==> config.mk <==
export PLATFORM = sky130hd
export DESIGN_NAME = mude_ram
export DESIGN_NICKNAME = d
export VERILOG_FILES = /design/src/design/mude_ram.sv
export SDC_FILE = /design/constraint.sdc
export NUM_CORES = 1
export LEC_CHECK = 0
export BUFFER_PORTS_ARGS = -buffer_cell sky130_fd_sc_hd__buf_4
export CAP_MARGIN = 20
export CORE_ASPECT_RATIO = 0.7
export CORE_MARGIN = 1
export CORE_UTILIZATION = 55
export DETAILED_ROUTE_END_ITERATION = 6
export HOLD_SLACK_MARGIN = 0.06
export PLACE_DENSITY = 0.76
export SLEW_MARGIN = 20
export SYNTH_ARGS = -nofsm -noshare
export SYNTH_HDL_FRONTEND = slang
export SYNTH_SLANG_ARGS = --single-unit
==> constraint.sdc <==
create_clock -name clk -period 2.89 [get_ports clk]
set_clock_uncertainty 0.15 [all_clocks]
set_input_delay 0.289 -clock clk [delete_from_list [all_inputs] [get_ports clk]]
set_output_delay 0.289 -clock clk [all_outputs]
set_load 0.05 [all_outputs]
==> src/design/mude_ram.sv <==
// Generic simple dual-port RAM with one write port and a registered read port.
module mude_ram #(
	parameter int WIDTH  = 8,
	parameter int DEPTH  = 16,
	parameter int ADDR_W = (DEPTH > 1) ? $clog2(DEPTH) : 1
) (
	input  logic              clk,
	input  logic              we,
	input  logic [ADDR_W-1:0] waddr,
	input  logic [WIDTH-1:0]  wdata,
	input  logic              re,
	input  logic [ADDR_W-1:0] raddr,
	output logic [WIDTH-1:0]  rdata
);
	logic [WIDTH-1:0] mem [DEPTH];

	// Write port.
	always_ff @(posedge clk) begin
		if (we) begin
			mem[waddr] <= wdata;
		end
	end

	// Registered read port.
	always_ff @(posedge clk) begin
		if (re) begin
			rdata <= mem[raddr];
		end
	end
endmodule
# Word-level counts from Yosys, hierarchy flattened
# Memories as Yosys holds them, arrays and structs flattened. A register that Yosys moved wholly into a read port is not among the register bits.
# Cells that the tools add are included.
# totals
output_inout_bits	8
elab_cells	3
mem_bits_rw	128
reg_bits	0
inputBits	19
mem_count	1
# memory_table
name	words	width	rd	rd_clocked_by_memory_dff	wr	line_no	source
mem	16	8	1	1	1	15	logic [WIDTH-1:0] mem [DEPTH];
# classes
mux	2
# op_table
operator	count
1-bit 2-to-1 mux	2

# Longest topological paths before layout
# depth
depth_word	2
depth_mapped	5
ltp_nobuf	3

# Least setup slack after synthesis
# Ideal clock, no wire load.
# synth_timing
path_kind	input -> register
start	in waddr[2]
end	mem mem[0][0], enable pin
setup_time_ps	383
t_arrival_ps	1399
path_buffers	0
path_slack_ps	958
path_stages	2
cell_sequence	or3b_2 nor3_1
# synth_lines
item	line_no	source
from (decl)	9	input logic [ADDR_W-1:0] waddr,
to (decl)	15	
# Straight into the memory's write port.

==> results <==
- A synthesized cell averages 22.83 sq um.
- The initial antenna violation count was 0.
- The quantity of gates resized following cts is 0.
- The post-place instance area is 5552 sq um.
- The die is 83.57 um tall.
- The final cell count without fillers is 418.
- The internal power of the cells totals 3.662 mW.
- The die covers 9905 sq um.
- The clock root buffer is sky130_fd_sc_hd__clkbuf_16.
- The met3 layer usage reported by global route is 7.582%.
- The number of hold-slack violations in the final timing report is 0.
- The number of global-route vias before repair is 2567.
- After routing the design area is 6227 sq um.
- 0 antenna diodes ended up in the layout.
- STA classifies the critical path endpoint as a flop.
- Detailed placement ended at an HPWL of 6247 um.
- The setup violation total in the final timing report is 0.
- Buffers placed on the I/O ports in this run total 26.
- No sink is reached through more buffers than the 2 on the longest clock path.
- The synthesized area is 5228 sq um.
- Synthesis produced a netlist with a net count of 248.
- The final worst hold slack is 191.5 ps.
- Once detail routing completed, the nets flagged for antenna violations numbered 0.
- For this design the static power due to leakage is 2.097 nW.
- The startpoint of the lowest-slack register-to-register path is mem[10][1].
- Setup repair after global routing left no endpoint under its margin.
- Summed over all layers, the routed wires come to 10120 um.
- The maximum level of the CTS H-tree is 4.
- The power per standard cell area is 736.8 nW/um^2.
- The source-to-sink clock delay at the later pin of the worst-skew pair is 410 ps.
- The startpoint of the most critical hold path is waddr[2].
- The tool flagged a number of max-cap violations equal to 0.
- Summing the sequential cell areas from Yosys gives 78.12% of the chip area.
- The placement row count is 29.
- The routability-driven placement congestion ratio is 0.7363.
- The clock network is responsible for 45.8% of the overall power.
- The starting utilization of the core area is 57.17%.
- The first-pass GRT wire length is 15340 um.
- The per-cell routed wire length is 24.20 um.
- The post-layout worst setup margin is 1100 ps.
- TritonCTS built the clock tree.
- The area added between synthesis and finish is 19.12%.
- The launch point of the worst path is raddr[0].
- The area of the placeable core is 9144 sq um.
- In this run, placement finished with an instance count of 377.
- The die extent in x is 118.5 um.
- The most used routing layer in global routing is met2.
- The slew at the pin closest to its max-slew limit is 883.8 ps.
- On the critical path, the stage with the largest delay is an instance of sky130_fd_sc_hd__mux4_1.
- Dividing the detail-routed via count by the number of cells gives 5.888.
- Fill cells in the final layout number 591.
- Net switching is 20.19% of the power.
- The post-detailed-route DRC marker count is 0.
- The fraction of layout cells with a size suffix above 1 is 28.57%.
- The net load switching power is 0.9262 mW.
- The number of sinks handled by clock tree synthesis is 136.
- The final-report max-slew violation count is 0.
- For this block, the via count after detailed routing is 2461.
- In this run, distinct cell masters in the synthesized netlist total 18.
- The final clock period utilization by the worst path is 61.92%.
- The combinational share of power is 5.5%.
- The detailed router finished its first iteration with 193 violations.
- Based on the critical path, the design can be clocked at up to 0.5588 GHz.
- The end-of-flow core utilization is 68.10%.
- The net total in the final layout is 300.
- The critical path is of the input pin to flop type.
- The post-synthesis instance total is 229.
- Along the worst path, the maximum fanout reaches 32.
- The clock slew at the register clock pins of the worst setup and hold paths is 50 ps.
- The worst endpoint required time is 2890 ps.
- The relative max-transition margin is 40.86%.
- The largest incremental delay on the critical path is 630 ps.
- Counting flops and latches in the post-synthesis netlist gives 136.
- OpenSTA, run right after detailed placement, puts the worst setup slack at 650.4 ps.
- Global routing consumed, on the met1 layer, 32.34% of the routing resources.
- The post-layout minimum cycle time is 1790 ps.
- Walking the worst path, the cells encountered are buf_4 -> mux4_1 -> a22oi_1 -> nand2_1.
- The signal arrival time at the worst endpoint is 1790 ps.
- The maximum ir drop on the vdd rail is 0.0007143 V.
- Sequential cells burn 48.7% of the power.
- The total congestion overflow after global routing is 0.
- Across every metal layer, demand over resource in global routing totals 22.94%.
- Overall power consumption after layout is estimated at 4.588 mW.
- For this run, global-route usage on met2 was measured as 33.49%.
- TritonCTS created 17 clock buffers.
- The type of the most critical hold path is input pin to flop.
- The run finished with clean final reports.
- The first detailed-routing pass took 5 iterations.
- The number of I/O pins is 27.
- The type of element launching the critical path is an input pin.
- After routing, the total negative slack on setup checks comes to 0 ps.
- The pin count of the biggest net entering global routing is 33.
- The number of warnings reported in the yosys synthesis log is 0.
final timing paths:
check,endpoint,slack (ps),cells past startpoint
worst max-delay path,rdata[1],1100,4
worst min-delay path,mem[3][6],190,3
worst max register to register,rdata[1],1240,3
worst min register to register,rdata[6],610,3
placed cells by master (no fill, tap or decap):
cell type and n:
sky130_fd_sc_hd__or3b_2 1, sky130_fd_sc_hd__mux4_1 14, sky130_fd_sc_hd__nor3_1 4, sky130_fd_sc_hd__edfxtp_1 136, sky130_fd_sc_hd__buf_4 34, sky130_fd_sc_hd__nand3b_1 2
sky130_fd_sc_hd__clkinvlp_4 3, sky130_fd_sc_hd__clkinv_2 7, sky130_fd_sc_hd__nand3_1 1, sky130_fd_sc_hd__a22oi_1 16, sky130_fd_sc_hd__clkbuf_16 17, sky130_fd_sc_hd__and2b_1 1
sky130_fd_sc_hd__bufinv_16 3, sky130_fd_sc_hd__nand2_1 9, sky130_fd_sc_hd__clkinv_1 1, sky130_fd_sc_hd__nand2b_1 2, sky130_fd_sc_hd__clkinv_4 1, sky130_fd_sc_hd__nor2b_1 1
sky130_fd_sc_hd__and2_1 1, sky130_fd_sc_hd__nor2_1 13, sky130_fd_sc_hd__mux4_2 18, sky130_fd_sc_hd__dlygate4sd3_1 9
power groups by stage:
stage               logic [mW]  registers (mW)  clock network (mW)
floorplan                0.112            2.31                   0
global placement         0.235            2.27                   0
detailed placement       0.242            2.28                   0
CTS                      0.253            2.24                2.13
global route             0.266            2.24                2.21
finish                   0.250            2.24                2.10
cell usage after synthesis (all sizes together):
cell           number  share of area [%]
edfxtp            136                 78
mux4               32                 15
a22oi              16                2.3
nor2               13               0.93
nand2               9               0.65
buf                 7                1.1
nor3                4               0.38
clkdlybuf4s25       3               0.57
nand2b              2               0.24
nand3b              2               0.29
and2                1               0.12
and2b               1               0.14
nand3               1              0.096
nor2b               1               0.12
or3b                1               0.17
routing by layer:
layer | part of all wire [%] | vias to the layer above
li1 | - | 1087
met1 | 43 | 1264
met2 | 47 | 97
met3 | 8.6 | 13
met4 | 1.7 | 0
met5 | 0 | -
cell type report:
class                   count  area (sq um)  area share, %
flip-flops and latches    136          4084          65.58
multi-input cells          83          1057          16.98
clock buffers              17         425.4          6.831
repair buffers             43         345.3          5.546
clock inverters            15         160.2          2.572
well taps                 124         155.1          2.491
flip-flops by register name, summed over array words and instances (netlist names):
name	flops
mem	128
rdata	8
worst max-delay path: cells and delay by family:
kind                   cells  cell delay (ps)
buffers and inverters      1              480
and+or+nand+nor            1               90
muxes                      1              630
AOI/OAI and AO/OA          1              290
cells by family (layout without fill, tap and decap cells):
group,after synthesis,after routing,share of synthesized area (%)
flip-flops,136,136,78.12
AO/OA/AOI/OAI,16,16,2.298
AND/OR/NAND/NOR,35,35,3.136
buffers and inverters,10,75,1.651
multiplexers,32,32,14.79
what timing repair did:
item | 4_1_cts | 5_1_grt
hold buffers | 9 | 0
hold endpoints to repair | 112 | 0
buffers inserted | 0 | 0
Power figures use the tool's default switching activity.
